**config.mk**
```make
export PLATFORM = sky130hd
export DESIGN_NAME = srecord_s3_loader_top
export DESIGN_NICKNAME = d
export VERILOG_FILES = /design/src/sv/srec_pkg.sv /design/src/sv/srecord_s3_loader_top.sv
export SDC_FILE = /design/constraint.sdc
export NUM_CORES = 1
export LEC_CHECK = 0
export BUFFER_PORTS_ARGS = -buffer_cell sky130_fd_sc_hd__buf_2
export CORE_ASPECT_RATIO = 0.75
export CORE_MARGIN = 4
export CORE_UTILIZATION = 55
export DETAILED_ROUTE_END_ITERATION = 7
export PLACE_DENSITY = 0.84
export SYNTH_ARGS = -nofsm -noshare
export SYNTH_HDL_FRONTEND = slang
export SYNTH_SLANG_ARGS = --single-unit
```
**constraint.sdc**
```tcl
create_clock -name clk -period 8.51 [get_ports clk]
set_clock_uncertainty 0.1 [all_clocks]
set_input_delay 1.702 -clock clk [delete_from_list [all_inputs] [get_ports clk]]
set_output_delay 1.702 -clock clk [all_outputs]
set_load 0.1 [all_outputs]
```
**src/sv/srec_pkg.sv**
```systemverilog
`timescale 1ns / 1ps
// ----------------------------------------------------------------------------
// S3 record loader package
// Shared types, command codes, status codes and character constants.
// ----------------------------------------------------------------------------
package srec_pkg;

	// Input command codes.
	typedef enum logic [1:0] {
		CMD_CHAR    = 2'd0,
		CMD_EOL     = 2'd1,
		CMD_RESTART = 2'd2,
		CMD_UNUSED  = 2'd3
	} cmd_t;

	// Parser phase.
	typedef enum logic [2:0] {
		PH_IDLE  = 3'd0,
		PH_LEAD  = 3'd1,
		PH_TYPE  = 3'd2,
		PH_COUNT = 3'd3,
		PH_ADDR  = 3'd4,
		PH_DATA  = 3'd5,
		PH_SUM   = 3'd6,
		PH_REST  = 3'd7
	} phase_t;

	// Result kinds.
	localparam logic KIND_WRITE  = 1'b0;
	localparam logic KIND_STATUS = 1'b1;

	// Status codes.
	localparam logic [3:0] ST_OK        = 4'd0;
	localparam logic [3:0] ST_HEADER    = 4'd1;
	localparam logic [3:0] ST_DONE      = 4'd2;
	localparam logic [3:0] ST_NO_S      = 4'd3;
	localparam logic [3:0] ST_COUNT     = 4'd4;
	localparam logic [3:0] ST_ADDR      = 4'd5;
	localparam logic [3:0] ST_DATA      = 4'd6;
	localparam logic [3:0] ST_SUM       = 4'd7;
	localparam logic [3:0] ST_TYPE      = 4'd8;
	localparam logic [3:0] ST_NO_HEADER = 4'd9;

	// Register indexes on the configuration port.
	localparam logic REG_STAGING_OFFSET = 1'b0;
	localparam logic REG_ACCEPT_LIMIT   = 1'b1;

	// Register reset values.
	localparam logic [31:0] STAGING_OFFSET_RST = 32'h0002_0000;
	localparam logic [31:0] ACCEPT_LIMIT_RST   = 32'h0002_0000;

	// Characters.
	localparam logic [7:0] CH_S     = 8'h53;
	localparam logic [7:0] CH_0     = 8'h30;
	localparam logic [7:0] CH_3     = 8'h33;
	localparam logic [7:0] CH_7     = 8'h37;
	localparam logic [7:0] CH_NUL   = 8'h00;
	localparam logic [7:0] SUM_GOOD = 8'hFF;

	// Bytes in one address or data field.
	localparam int unsigned FIELD_BYTES = 4;

	// Hex digit value; bit 4 set marks a character that is not a hex digit.
	function automatic logic [4:0] hex_value(input logic [7:0] c);
		logic [4:0] v;
		if (c >= 8'h30 && c <= 8'h39) begin
			v = 5'(c - 8'h30);
		end else if (c >= 8'h41 && c <= 8'h46) begin
			v = 5'(c - 8'h37);
		end else if (c >= 8'h61 && c <= 8'h66) begin
			v = 5'(c - 8'h57);
		end else begin
			v = 5'h10;
		end
		return v;
	endfunction

	// Space, tab, LF, VT, FF and CR.
	function automatic logic is_blank(input logic [7:0] c);
		return (c == 8'h20) || (c >= 8'h09 && c <= 8'h0D);
	endfunction

endpackage

```
**src/sv/srecord_s3_loader_top.sv**
```systemverilog
`timescale 1ns / 1ps
// ----------------------------------------------------------------------------
// S3 record loader
// Parses S-record text one character per transfer and issues word writes
// into a staging area, plus record and session status results.
// ----------------------------------------------------------------------------
// The loader takes one character, line end or restart command per clock.
// Each input transfer is captured in an input register and decoded against
// the parser state while it sits there. Its result is then loaded into the
// output register, which drives the output transfer, so a result passes
// through both registers before it can leave.
// An input transfer causes at most one result. The input is stalled while an
// item waits in the input register and a result is held in the output
// register by a stalled consumer, whether or not that item has a result of
// its own; otherwise throughput is one item per clock. The user must write
// staging offset and accept limit through the APB port only while no session
// traffic is in flight; the block itself does not enforce this.
module srecord_s3_loader_top (
	input  logic        clk,
	input  logic        arst_n,
	// Input channel.
	input  logic        in_valid,
	output logic        in_stall,
	input  logic [1:0]  cmd,
	input  logic [7:0]  ch,
	// Output channel.
	output logic        out_valid,
	input  logic        out_stall,
	output logic        out_kind,
	output logic [31:0] write_address,
	output logic [31:0] write_data,
	output logic [3:0]  status,
	output logic        session_over,
	// Configuration port.
	input  logic        psel,
	input  logic        penable,
	input  logic        pwrite,
	input  logic [2:0]  paddr,
	input  logic [31:0] pwdata,
	output logic [31:0] prdata,
	output logic        pready
);
	import srec_pkg::*;

	// Configuration registers.
	logic [31:0] staging_offset_q;
	logic [31:0] accept_limit_q;

	// Input stage.
	logic        valid_s1;
	cmd_t        cmd_s1;
	logic [7:0]  ch_s1;

	// Parser state.
	phase_t      phase_q, phase_d;
	logic        header_q, header_d;
	logic [7:0]  bytes_left_q, bytes_left_d;
	logic [31:0] rec_addr_q, rec_addr_d;
	logic [31:0] word_q, word_d;
	logic [7:0]  sum_q, sum_d;
	logic [3:0]  hi_q, hi_d;
	logic        pend_q, pend_d;
	logic [1:0]  bif_q, bif_d;

	// Result of the current item.
	logic        emit;
	logic        res_kind;
	logic [31:0] res_addr;
	logic [31:0] res_data;
	logic [3:0]  res_code;
	logic        res_over;

	// Output register.
	logic        out_valid_q;
	logic        out_kind_q;
	logic [31:0] out_addr_q;
	logic [31:0] out_data_q;
	logic [3:0]  out_code_q;
	logic        out_over_q;

	logic        advance;
	logic        cfg_write;
	logic [7:0]  chr;
	logic [4:0]  digit;
	logic [7:0]  byte_v;
	logic [7:0]  sum_new;
	logic [31:0] word_new;
	logic [3:0]  hex_err_code;

	assign pready    = 1'b1;
	assign cfg_write = psel && penable && pwrite && pready;

	// Configuration register writes.
	always_ff @(posedge clk or negedge arst_n) begin
		if (!arst_n) begin
			staging_offset_q <= STAGING_OFFSET_RST;
			accept_limit_q   <= ACCEPT_LIMIT_RST;
		end else if (cfg_write) begin
			if (paddr[2] == REG_STAGING_OFFSET) begin
				staging_offset_q <= pwdata;
			end else begin
				accept_limit_q <= pwdata;
			end
		end
	end

	// Configuration readback.
	assign prdata = (paddr[2] == REG_ACCEPT_LIMIT) ? accept_limit_q : staging_offset_q;

	// The captured item moves on unless a held result blocks the output register.
	assign advance  = valid_s1 && (!out_valid_q || !out_stall);
	assign in_stall = valid_s1 && !advance;

	// Input register.
	always_ff @(posedge clk or negedge arst_n) begin
		if (!arst_n) begin
			valid_s1 <= 1'b0;
		end else if (!in_stall) begin
			valid_s1 <= in_valid;
		end
	end

	always_ff @(posedge clk) begin
		if (!in_stall && in_valid) begin
			cmd_s1 <= cmd_t'(cmd);
			ch_s1  <= ch;
		end
	end

	// Character as seen by the parser; a line end reads as a NUL.
	assign chr      = (cmd_s1 == CMD_EOL) ? CH_NUL : ch_s1;
	assign digit    = hex_value(chr);
	assign byte_v   = {hi_q, digit[3:0]};
	assign sum_new  = sum_q + byte_v;
	assign word_new = {word_q[23:0], byte_v};

	// Error status of the hex field being parsed.
	always_comb begin
		case (phase_q)
			PH_COUNT: hex_err_code = ST_COUNT;
			PH_ADDR:  hex_err_code = ST_ADDR;
			PH_DATA:  hex_err_code = ST_DATA;
			default:  hex_err_code = ST_SUM;
		endcase
	end

	// Next parser state and result of the captured item.
	always_comb begin
		phase_d      = phase_q;
		header_d     = header_q;
		bytes_left_d = bytes_left_q;
		rec_addr_d   = rec_addr_q;
		word_d       = word_q;
		sum_d        = sum_q;
		hi_d         = hi_q;
		pend_d       = pend_q;
		bif_d        = bif_q;
		emit         = 1'b0;
		res_kind     = KIND_STATUS;
		res_addr     = '0;
		res_data     = '0;
		res_code     = ST_OK;
		res_over     = 1'b0;

		if (cmd_s1 == CMD_RESTART) begin
			// Restart clears everything and waits for a line.
			header_d     = 1'b0;
			bytes_left_d = '0;
			rec_addr_d   = '0;
			word_d       = '0;
			sum_d        = '0;
			hi_d         = '0;
			pend_d       = 1'b0;
			bif_d        = '0;
			phase_d      = PH_LEAD;
		end else if (cmd_s1 != CMD_UNUSED && phase_q != PH_IDLE) begin
			if (cmd_s1 == CMD_EOL && (phase_q == PH_LEAD || phase_q == PH_REST)) begin
				phase_d = PH_LEAD;
			end else begin
				unique case (phase_q)
					PH_IDLE: begin
					end
					PH_LEAD: begin
						if (!is_blank(chr)) begin
							if (chr != CH_S) begin
								emit     = 1'b1;
								res_code = ST_NO_S;
								res_over = 1'b1;
							end else begin
								bytes_left_d = '0;
								rec_addr_d   = '0;
								word_d       = '0;
								sum_d        = '0;
								hi_d         = '0;
								pend_d       = 1'b0;
								bif_d        = '0;
								phase_d      = PH_TYPE;
							end
						end
					end
					PH_TYPE: begin
						if (chr == CH_0) begin
							header_d = 1'b1;
							phase_d  = PH_REST;
							emit     = 1'b1;
							res_code = ST_HEADER;
						end else if (chr == CH_3) begin
							phase_d = PH_COUNT;
						end else if (chr == CH_7) begin
							emit     = 1'b1;
							res_code = header_q ? ST_DONE : ST_NO_HEADER;
							res_over = 1'b1;
						end else begin
							emit     = 1'b1;
							res_code = ST_TYPE;
							res_over = 1'b1;
						end
					end
					PH_REST: begin
					end
					default: begin
						// Hex byte fields: count, address, data and checksum.
						if (digit[4]) begin
							emit     = 1'b1;
							res_code = hex_err_code;
							res_over = 1'b1;
						end else if (!pend_q) begin
							hi_d   = digit[3:0];
							pend_d = 1'b1;
						end else begin
							pend_d = 1'b0;
							sum_d  = sum_new;
							case (phase_q)
								PH_COUNT: begin
									if (byte_v < 8'd5 || byte_v[1:0] != 2'b01) begin
										emit     = 1'b1;
										res_code = ST_COUNT;
										res_over = 1'b1;
									end else begin
										bytes_left_d = byte_v - 8'd5;
										bif_d        = '0;
										rec_addr_d   = '0;
										phase_d      = PH_ADDR;
									end
								end
								PH_ADDR: begin
									rec_addr_d = {rec_addr_q[23:0], byte_v};
									if (bif_q == 2'(FIELD_BYTES - 1)) begin
										bif_d   = '0;
										phase_d = (bytes_left_q != '0) ? PH_DATA : PH_SUM;
									end else begin
										bif_d = bif_q + 2'd1;
									end
								end
								PH_DATA: begin
									word_d       = word_new;
									bytes_left_d = bytes_left_q - 8'd1;
									if (bif_q != 2'(FIELD_BYTES - 1)) begin
										bif_d = bif_q + 2'd1;
									end else begin
										// A full word: write it if it lies below the limit.
										bif_d = '0;
										if (rec_addr_q < accept_limit_q) begin
											emit     = 1'b1;
											res_kind = KIND_WRITE;
											res_addr = staging_offset_q + rec_addr_q;
											res_data = word_new;
										end
										rec_addr_d = rec_addr_q + 32'(FIELD_BYTES);
										if (bytes_left_q == 8'd1) begin
											phase_d = PH_SUM;
										end
									end
								end
								default: begin
									emit = 1'b1;
									if (sum_new != SUM_GOOD) begin
										res_code = ST_SUM;
										res_over = 1'b1;
									end else begin
										res_code = ST_OK;
										phase_d  = PH_REST;
									end
								end
							endcase
						end
					end
				endcase
				if (emit && res_over) begin
					phase_d = PH_IDLE;
				end
			end
		end
	end

	// Parser state register.
	always_ff @(posedge clk or negedge arst_n) begin
		if (!arst_n) begin
			phase_q      <= PH_IDLE;
			header_q     <= 1'b0;
			bytes_left_q <= '0;
			rec_addr_q   <= '0;
			word_q       <= '0;
			sum_q        <= '0;
			hi_q         <= '0;
			pend_q       <= 1'b0;
			bif_q        <= '0;
		end else if (advance) begin
			phase_q      <= phase_d;
			header_q     <= header_d;
			bytes_left_q <= bytes_left_d;
			rec_addr_q   <= rec_addr_d;
			word_q       <= word_d;
			sum_q        <= sum_d;
			hi_q         <= hi_d;
			pend_q       <= pend_d;
			bif_q        <= bif_d;
		end
	end

	// Output register valid flag.
	always_ff @(posedge clk or negedge arst_n) begin
		if (!arst_n) begin
			out_valid_q <= 1'b0;
		end else if (advance && emit) begin
			out_valid_q <= 1'b1;
		end else if (!out_stall) begin
			out_valid_q <= 1'b0;
		end
	end

	// Output register payload.
	always_ff @(posedge clk) begin
		if (advance && emit) begin
			out_kind_q <= res_kind;
			out_addr_q <= res_addr;
			out_data_q <= res_data;
			out_code_q <= res_code;
			out_over_q <= res_over;
		end
	end

	assign out_valid     = out_valid_q;
	assign out_kind      = out_kind_q;
	assign write_address = out_addr_q;
	assign write_data    = out_data_q;
	assign status        = out_code_q;
	assign session_over  = out_over_q;

	// A write request never carries a status or ends the session.
	a_write_clean: assert property (@(posedge clk) disable iff (!arst_n)
		(out_valid && out_kind == KIND_WRITE) |-> (!session_over && status == ST_OK))
		else $error("write request carries status or session end");

	// The input is stalled only while a result waits in the output register.
	a_stall_cause: assert property (@(posedge clk) disable iff (!arst_n)
		in_stall |-> (out_valid && out_stall))
		else $error("input stalled with no waiting result");

	// A result that ends the session leaves the parser idle.
	a_over_idle: assert property (@(posedge clk) disable iff (!arst_n)
		(advance && emit && res_over) |=> (phase_q == PH_IDLE))
		else $error("session end did not return parser to idle");

	// A loaded result is presented on the next cycle.
	a_result_shown: assert property (@(posedge clk) disable iff (!arst_n)
		(advance && emit) |=> (out_valid && out_kind == $past(res_kind)))
		else $error("result not presented after load");

endmodule

```
* Word level (Yosys, flattened, before mapping)
Index checks and enable logic that the tools add are counted.
Cells by class: add/sub/neg operators 9, $lt $le $gt $ge 10, eq/ne operators 38, mux-type cells 132, bitwise logic cells 5, reductions and logical operators 49
Operators by type and width (number):
- $mux 32 | 10
- $mux 24 | 6
- $mux 8 | 14
- $pmux 32 s3 | 1
- $pmux 32 s2 | 1
- $mux 3 | 18
- $mux 4 | 12
- $pmux 24 s2 | 1
- $pmux 8 s2 | 3
- $mux 1 | 37
- $add 32x3->32 const B | 1
- $add 32x32->32 | 1
- $eq 8x6->1 const B | 4
- $lt 32x32->1 | 1
- $ne 7x6->1 const B | 4
- $mux 2 | 13
- $reduce_and 10->1 | 2
- $pmux 3 s3 | 2
- $ge 8x7->1 const B | 2
- $le 8x7->1 const B | 2
- $reduce_and 8->1 | 2
- $mux 5 | 3
- $sub 5x5->5 const B | 3
- $logic_and 1x1->1 | 13
- other kinds (54) | 87
Storage, ports and cells: bits in registers 229, input bits 52, output and inout port bits 105, word-level logic and storage cells 263

* Depth between registers and ports, before layout
Gate-level depths: netlist of the first run.
depth in word-level cells 22, mapped depth 21, mapped depth without buffers 20

* Least setup slack after synthesis of the first run
Ideal clock, no wire load.
path type in2out, from input port paddr[2], to output port prdata[1], arrival time 4.241 ns, required time 6.708 ns, setup slack 2.467 ns, cell stages on the path 3, buffers on the path 2, path through clkbuf_1 clkbuf_1 o21ai_0
On the way: longest elaborated chain between the ends 1
RTL lines:
- from (decl) | RTL line srecord_s3_loader_top.sv:38 | input logic [2:0] paddr,
- $mux 32 | RTL line srecord_s3_loader_top.sv:108 | assign prdata = (paddr[2] == REG_ACCEPT_LIMIT) ? accept_limit_q : staging_offset_q;
- to (decl) | RTL line srecord_s3_loader_top.sv:40 | output logic [31:0] prdata,
No other way between the ends.

* Final worst setup path of the first run
from register cmd_s1[1], to register rec_addr_q[20]
On the way: longest elaborated chain between the ends 11, elaborated cells on any way between the ends 42, those cells by class add/sub (3); order compare (9); eq/ne (13); mux (5); reduce/logical (12)
RTL lines:
- from (decl) | RTL line srecord_s3_loader_top.sv:51 | cmd_t cmd_s1;
- from (signal assigned) | RTL line srecord_s3_loader_top.sv:125 | cmd_s1 <= cmd_t'(cmd);
- $eq 2x1->1 (*) | RTL line srecord_s3_loader_top.sv:131 | assign chr = (cmd_s1 == CMD_EOL) ? CH_NUL : ch_s1;
- $mux 8 (*) | RTL line srecord_s3_loader_top.sv:131
- $ge 8x7->1 / $le 8x7->1 (equally long branches) | RTL line srec_pkg.sv:70 | end else if (c >= 8'h61 && c <= 8'h66) begin
- $logic_and 1x1->1 | RTL line srec_pkg.sv:70
- $mux 5 | RTL line srec_pkg.sv:70
- $mux 5 | RTL line srec_pkg.sv:68 | end else if (c >= 8'h41 && c <= 8'h46) begin
- $mux 5 (*) | RTL line srec_pkg.sv:66 | if (c >= 8'h30 && c <= 8'h39) begin
- named net digit[1] | RTL line srecord_s3_loader_top.sv:84 | logic [4:0] digit;
- $lt 8x3->1 / $ne 2x1->1 (equally long branches) | RTL line srecord_s3_loader_top.sv:235 | if (byte_v < 8'd5 || byte_v[1:0] != 2'b01) begin
- $logic_or 1x1->1 (*) | RTL line srecord_s3_loader_top.sv:235
- $ne 4x4->1 (no source line) (*)
- $reduce_and 11->1 (no source line) (*)
- to (signal assigned) | RTL line srecord_s3_loader_top.sv:312 | rec_addr_q <= rec_addr_d;
- to (decl) | RTL line srecord_s3_loader_top.sv:58 | logic [31:0] rec_addr_q, rec_addr_d;
The timed path passes the listed nets; every way through them passes the cells marked *. A chain may end at the register's enable or synchronous reset.

==> flow_summary.yaml, run 1 <==
worst_setup_path:
  setup.worst_path.start_class: "flop"
  worstPathRequired_ps: 8860
  slowest_delay_ps: 800
  worstPathArrival_ps: 6710
  crit_chain: "nand2b_1, nand2_1, inv_1, ha_1, o21ba_2, o211ai_1, nand2_1, o21ai_0, inv_1, ha_1, o311ai_0, a41o_1, o31ai_4, buf_4, or2_1, or4_1, nand3_1"
  setup.worst_path.class: "flop to flop"
  r2r_slack_ps: 2150
  crit_path_max_fanout: 38
  critPathSlowestCell: "o21ai_0"
  end_kind: "flop"
placed_design:
  dp_slack_ps: 2370
  placed_cells: 1807
  place.port_buffers: 153
  dp_hpwl_mm: 26.3
  gp_congestion: 0.946
floorplanning:
  num_rows: 49
  core_sq_um: 24000
  die_h_microns: 143
  die_width_microns: 189
  io_pins: 157
  initial_core_util: 0.560
  die_area_sq_um: 27100
sta:
  worstMarginPinSlew_ps: 1070
  drv_slew: 0
  hold_viol_final: 0
  slew_headroom: 0.282
  fin_crit_ps: 6360
  fin_crit_sh: 0.748
  layout_setup_ws_ps: 2150
  tns_ps: 0
  rsz0062_at_grt: "no"
  setup_viol: 0
  fmax_mhz: 157
  hold_ws_ps: 398
grt:
  gr-usage-all-layers: 0.267
  grt_pass1_vias: 10900
  antenna_found_initial: 0
  grt-ovfl-total: 0
  grt_pass1_wl_mm: 58.8
  grt_max_degree: 84
final_layout:
  n_antenna_cell: 0
  drive_gt1_frac: 0.213
  area_delta_synth_final_pct: 14.3
  nets: 1634
  fin_cells: 1851
clock_tree:
  postCtsSetupRepairBufs: 0
  hold_buffers: 0
  root_buffer: "clkbuf_16"
  numCtsBuffers: 24
  clk_pin_slew_ps: 60
  cts_tree: "built"
  cts_resized: 0
  cts_sinks: 229
  clockBufferDepth: 3
  htreeDepth: 1
  clk_latency_ps: 520
routing:
  drc: 0
  first_pass_iters: 6
  finalWirelength_mm: 36.7
  ant_nets: 0
  drt-vias-per-instance: 6.19
  wl_per_cell_microns: 19.8
  num_vias: 11500
  drt_iter0_markers: 1090
min_path:
  hold_class: "flop to flop"
logic_synthesis:
  synthFlopType: "dfrtp_1"
  synth-warning-count: 0
  syn_avg_cell_area_sq_um: 9.84
  ys_types: 73
  synth_top_area_share: 0.273
  seq_area_frac_synth: 0.456
  synthTopCellsByArea: "dfrtp_1 27%, edfxtp_1 18%, mux2_2 8.0%"
  synthArstFlopShare: 0.651
  synth_cells: 1367
  synth_nets: 1499
  synth_top_area_cell: "dfrtp_1"
  synth-edff-count: 80
  yosys_register_bits: 229
  synth_area_sq_um: 13500
power_and_ir_drop:
  power.total_mw: 3.90
  peakVddDrop_mv: 0.162
  p_leak_nw: 6.68
  p_per_area_nw_per_um2: 253
job:
  cap_violations: 0
status:
  outcome: "finished clean"
[through the flow]
step	utilization	cell area, sq um
detailed placement	0.605	14600
global route	0.640	15400
finish	0.640	15400
floorplan	-	13500
CTS	0.640	15400
global placement	0.605	14600
[worst paths after layout]
kind                                                   from                            end  cells past startpoint
worst max-delay path                    cmd_s1[1]$_DFFE_PP_     rec_addr_q[20]$_DFFE_PN0P_                     17
worst min-delay path            bytes_left_q[7]$_DFFE_PN0P_    bytes_left_q[7]$_DFFE_PN0P_                      1
worst max register to register          cmd_s1[1]$_DFFE_PP_     rec_addr_q[20]$_DFFE_PN0P_                     17
worst min register to register  bytes_left_q[7]$_DFFE_PN0P_    bytes_left_q[7]$_DFFE_PN0P_                      1
max in group asynchronous                            arst_n     rec_addr_q[17]$_DFFE_PN0P_                      2
min in group asynchronous                            arst_n  accept_limit_q[2]$_DFFE_PN0P_                      1
[kinds of logic after synthesis]
kind of cell    share of synthesized area
simple gates                        0.155
compound gates                      0.170
flops                               0.456
buf+inv                            0.0404
mux                                0.0795
fa+ha+maj                          0.0755
xor+xnor                           0.0234
other cells                      0.000279
[cells in the mapped netlist (11+ instances only)]
library cell,n
nor2_1,128
nor2b_1,11
mux2_2,95
a21oi_1,57
a22oi_1,16
o21ai_0,116
a31oi_1,17
xor2_1,12
a21o_1,14
ha_1,78
o21ai_1,12
inv_1,85
o31ai_1,17
dfrtp_1,147
nand2b_1,16
clkbuf_1,51
xnor2_1,24
nand4_1,16
nand2_1,89
nand3_1,54
edfxtp_1,80
and2_1,15
nor3_1,33
[where the power goes]
group / internal, mW / switching, mW / total [mW]
registers: 1.33 / 0.155 / 1.48
logic: 0.337 / 0.993 / 1.33
clock network: 0.652 / 0.434 / 1.09
total: 2.31 / 1.58 / 3.90
[layout make-up]
cell class	count	area [sq um]
fill	1944	8650
multi-input combinational	995	6810
sequential	229	6130
timing repair buffer	167	877
clock buffer	33	676
tap	331	414
inverter	85	319
clock inverter	11	151
[flip-flops by register name (all words and copies together) (netlist names)]
signal	count
out_kind	1
word_q	24
sum_q	8
rec_addr_q	32
write_data	32
valid_s1	1
write_address	32
bytes_left_q	8
accept_limit_q	32
status	4
header_q	1
phase_q	3
pend_q	1
ch_s1	8
hi_q	4
bif_q	2
cmd_s1	2
session_over	1
out_valid	1
staging_offset_q	32
[placed cells by master, fill, tap and decap left out, types with 14 or more instances in the layout]
master / count
nand4_1: 16
nand3_1: 54
a22oi_1: 16
a31oi_1: 17
ha_1: 78
and2_1: 15
buf_2: 152
xnor2_1: 24
a21o_1: 14
clkbuf_16: 25
o21ai_0: 116
edfxtp_1: 80
o31ai_1: 16
nand2b_1: 16
dfrtp_1: 147
nor3_1: 32
buf_4: 14
a21oi_1: 56
inv_1: 84
mux2_2: 95
nand2_1: 89
nor2_1: 128
[critical path, delay by kind of cell, from the launching register on]
| kind | cells | cell delay, ps |
|---|---|---|
| flops | 1 | 500 |
| simple gates | 6 | 1900 |
| fa+ha+maj | 2 | 600 |
| compound gates | 6 | 2510 |
| buf+inv | 3 | 680 |
[routing by layer]
metal	part of all wire	global-route usage	wire, microns	vias to the layer above
met4	0.024	0.0744	870	0
met3	0.11	0.0607	4190	73
met5	0	0	0	-
met1	0.45	0.408	16400	5467
li1	-	-	-	5288
met2	0.42	0.382	15300	637
No activity file was read; power rests on OpenSTA's default activity.
==> run 2, diff against run 1 <==
==> constraint.sdc (replaced) <==
create_clock -name clk -period 6.7 [get_ports clk]
set_clock_uncertainty 0.1 [all_clocks]
set_input_delay 1.34 -clock clk [delete_from_list [all_inputs] [get_ports clk]]
set_output_delay 1.34 -clock clk [all_outputs]
set_load 0.1 [all_outputs]
==> flow_summary.yaml, run 2 (same netlist as run 1, synthesis figures left out) <==
worst_setup_path:
  critPathSlowestCell: "o21ai_0"
  end_kind: "flop"
  worstPathArrival_ps: 6200
  reg2reg_from: "cmd_s1[1]$_DFFE_PP_"
  rr_worst_depth: 19
  crit_family: "compound AO/OA/AOI/OAI gates"
  slowest_delay_ps: 620
  crit_path_max_fanout: 38
  setup.worst_path.start_class: "flop"
  r2r_slack_ps: 860
  critPathBufInv: 2
  worstPathRequired_ps: 7060
  crit_chain: "nand2b_1, nand2_1, ha_1, o21ba_2, o211ai_1, nand2_1, o21ai_0, inv_1, ha_1, nand2b_1, a21oi_1, o211ai_1, o311ai_0, a41o_1, o31ai_4, buf_4, or2_1, or4_1, nand3_1"
  setup.worst_path.class: "flop to flop"
  r2r_end: "rec_addr_q[20]$_DFFE_PN0P_"
  worst-path-stages: 19
sta:
  fin_crit_ps: 5840
  drv_slew: 0
  hold_viol_final: 0
  tns_ps: 0
  fmax_mhz: 171
  fin_crit_sh: 0.871
  worstMarginPinSlew_ps: 1330
  setup_viol: 0
  rsz0062_at_grt: "no"
  slew_headroom: 0.106
power_and_ir_drop:
  p_leak_nw: 6.71
  power.total_mw: 4.99
  p_per_area_nw_per_um2: 324
  peakVddDrop_mv: 0.194
final_layout:
  design_area_sq_um: 15400
  fin_cells: 1855
  nets: 1637
  final_common_cell: "buf_2"
  area_delta_synth_final_pct: 14.6
  mostFrequentLayoutCells: "152 x buf_2, 147 x dfrtp_1, 128 x nor2_1"
  final_util: 0.641
  drive_gt1_frac: 0.217
min_path:
  min_to: "sum_q[6]$_DFFE_PN0P_"
  hold_class: "flop to flop"
  worst_hold_path.num_cells: 2
  worstHoldStart: "sum_q[6]$_DFFE_PN0P_"
status:
  violations: "DRC"
  outcome: "finished with violations"
clock_tree:
  cts_resized: 0
  root_buffer: "clkbuf_16"
  hold_buffers: 0
  postCtsSetupRepairBufs: 0
  clk_pin_slew_ps: 60
  cts_sinks: 229
  cts_tree: "built"
  htreeDepth: 1
  clk_latency_ps: 530
  numCtsBuffers: 24
  clockBufferDepth: 3
routing:
  drc: 6
  drt_iter0_markers: 1488
  first_pass_iters: 8
  num_vias: 11700
  ant_nets: 0
  wl_per_cell_microns: 20.5
  finalWirelength_mm: 38.0
  drt-vias-per-instance: 6.30
floorplanning:
  num_rows: 49
  die_h_microns: 143
  io_pins: 157
  core_sq_um: 24000
  die_area_sq_um: 27100
  initial_core_util: 0.560
  die_width_microns: 189
grt:
  grt_max_degree: 93
  grt_pass1_wl_mm: 60.3
  gr-usage-all-layers: 0.275
  grt_pass1_vias: 11200
  antenna_found_initial: 1
  grt-ovfl-total: 0
placed_design:
  placed_cells: 1810
  place.port_buffers: 153
  dp_hpwl_mm: 27.2
  gp_congestion: 0.948
  dpl_cell_area_sq_um: 14600
job:
  cap_violations: 0
==> run 2: metal layers <==
| layer | GRT usage | wire [microns] | vias up |
|---|---|---|---|
| met5 | 0 | 17 | - |
| met4 | 0.0732 | 1040 | 2 |
| met3 | 0.0639 | 4070 | 95 |
| met2 | 0.417 | 16000 | 678 |
| met1 | 0.402 | 16900 | 5617 |
| li1 | - | - | 5290 |
==> run 2: where the power goes <==
part | total, mW | internal [mW] | switching (mW)
combinational | 1.71 | 0.430 | 1.28
clock | 1.40 | 0.837 | 0.564
sequential | 1.88 | 1.68 | 0.196
==> run 2: worst max path at each step <==
stage	from	endpoint	slack (ps)
finish	cmd_s1[1]$_DFFE_PP_	rec_addr_q[20]$_DFFE_PN0P_	860
global route	cmd_s1[1]$_DFFE_PP_	phase_q[0]$_DFFE_PN0P_	400
CTS	cmd_s1[1]$_DFFE_PP_	rec_addr_q[20]$_DFFE_PN0P_	890
detailed placement	cmd_s1[1]$_DFFE_PP_	rec_addr_q[20]$_DFFE_PN0P_	940
global placement	cmd_s1[1]$_DFFE_PP_	phase_q[0]$_DFFE_PN0P_	1140
floorplan	paddr[2]	prdata[1]	1380
==> run 2: area by class of cell <==
cell class / count / area (sq um)
antenna: 1 / 2.50
clock buffer: 34 / 731
clock inverter: 10 / 106
fill: 1867 / 8620
inverter: 85 / 319
multi-input combinational: 995 / 6810
sequential: 229 / 6130
tap: 331 / 414
timing repair buffer: 170 / 900
==> run 2: metrics by stage <==
step / setup WS, ps / hold WS (ps)
after floorplan: 1380 / 349
after global placement: 1140 / 366
after detailed placement: 942 / 369
after CTS: 887 / 387
final: 862 / 385
after global routing: 404 / 423
==> run 2: worst reg2reg max path, stage by stage, from the launching register on <==
cell	delay, ps
edfxtp_1	490
nand2b_1	350
nand2_1	170
ha_1	330
o21ba_2	240
o211ai_1	310
nand2_1	130
o21ai_0	620
inv_1	290
ha_1	350
nand2b_1	180
a21oi_1	150
o211ai_1	110
o311ai_0	230
a41o_1	340
o31ai_4	70
buf_4	280
or2_1	400
or4_1	550
nand3_1	100
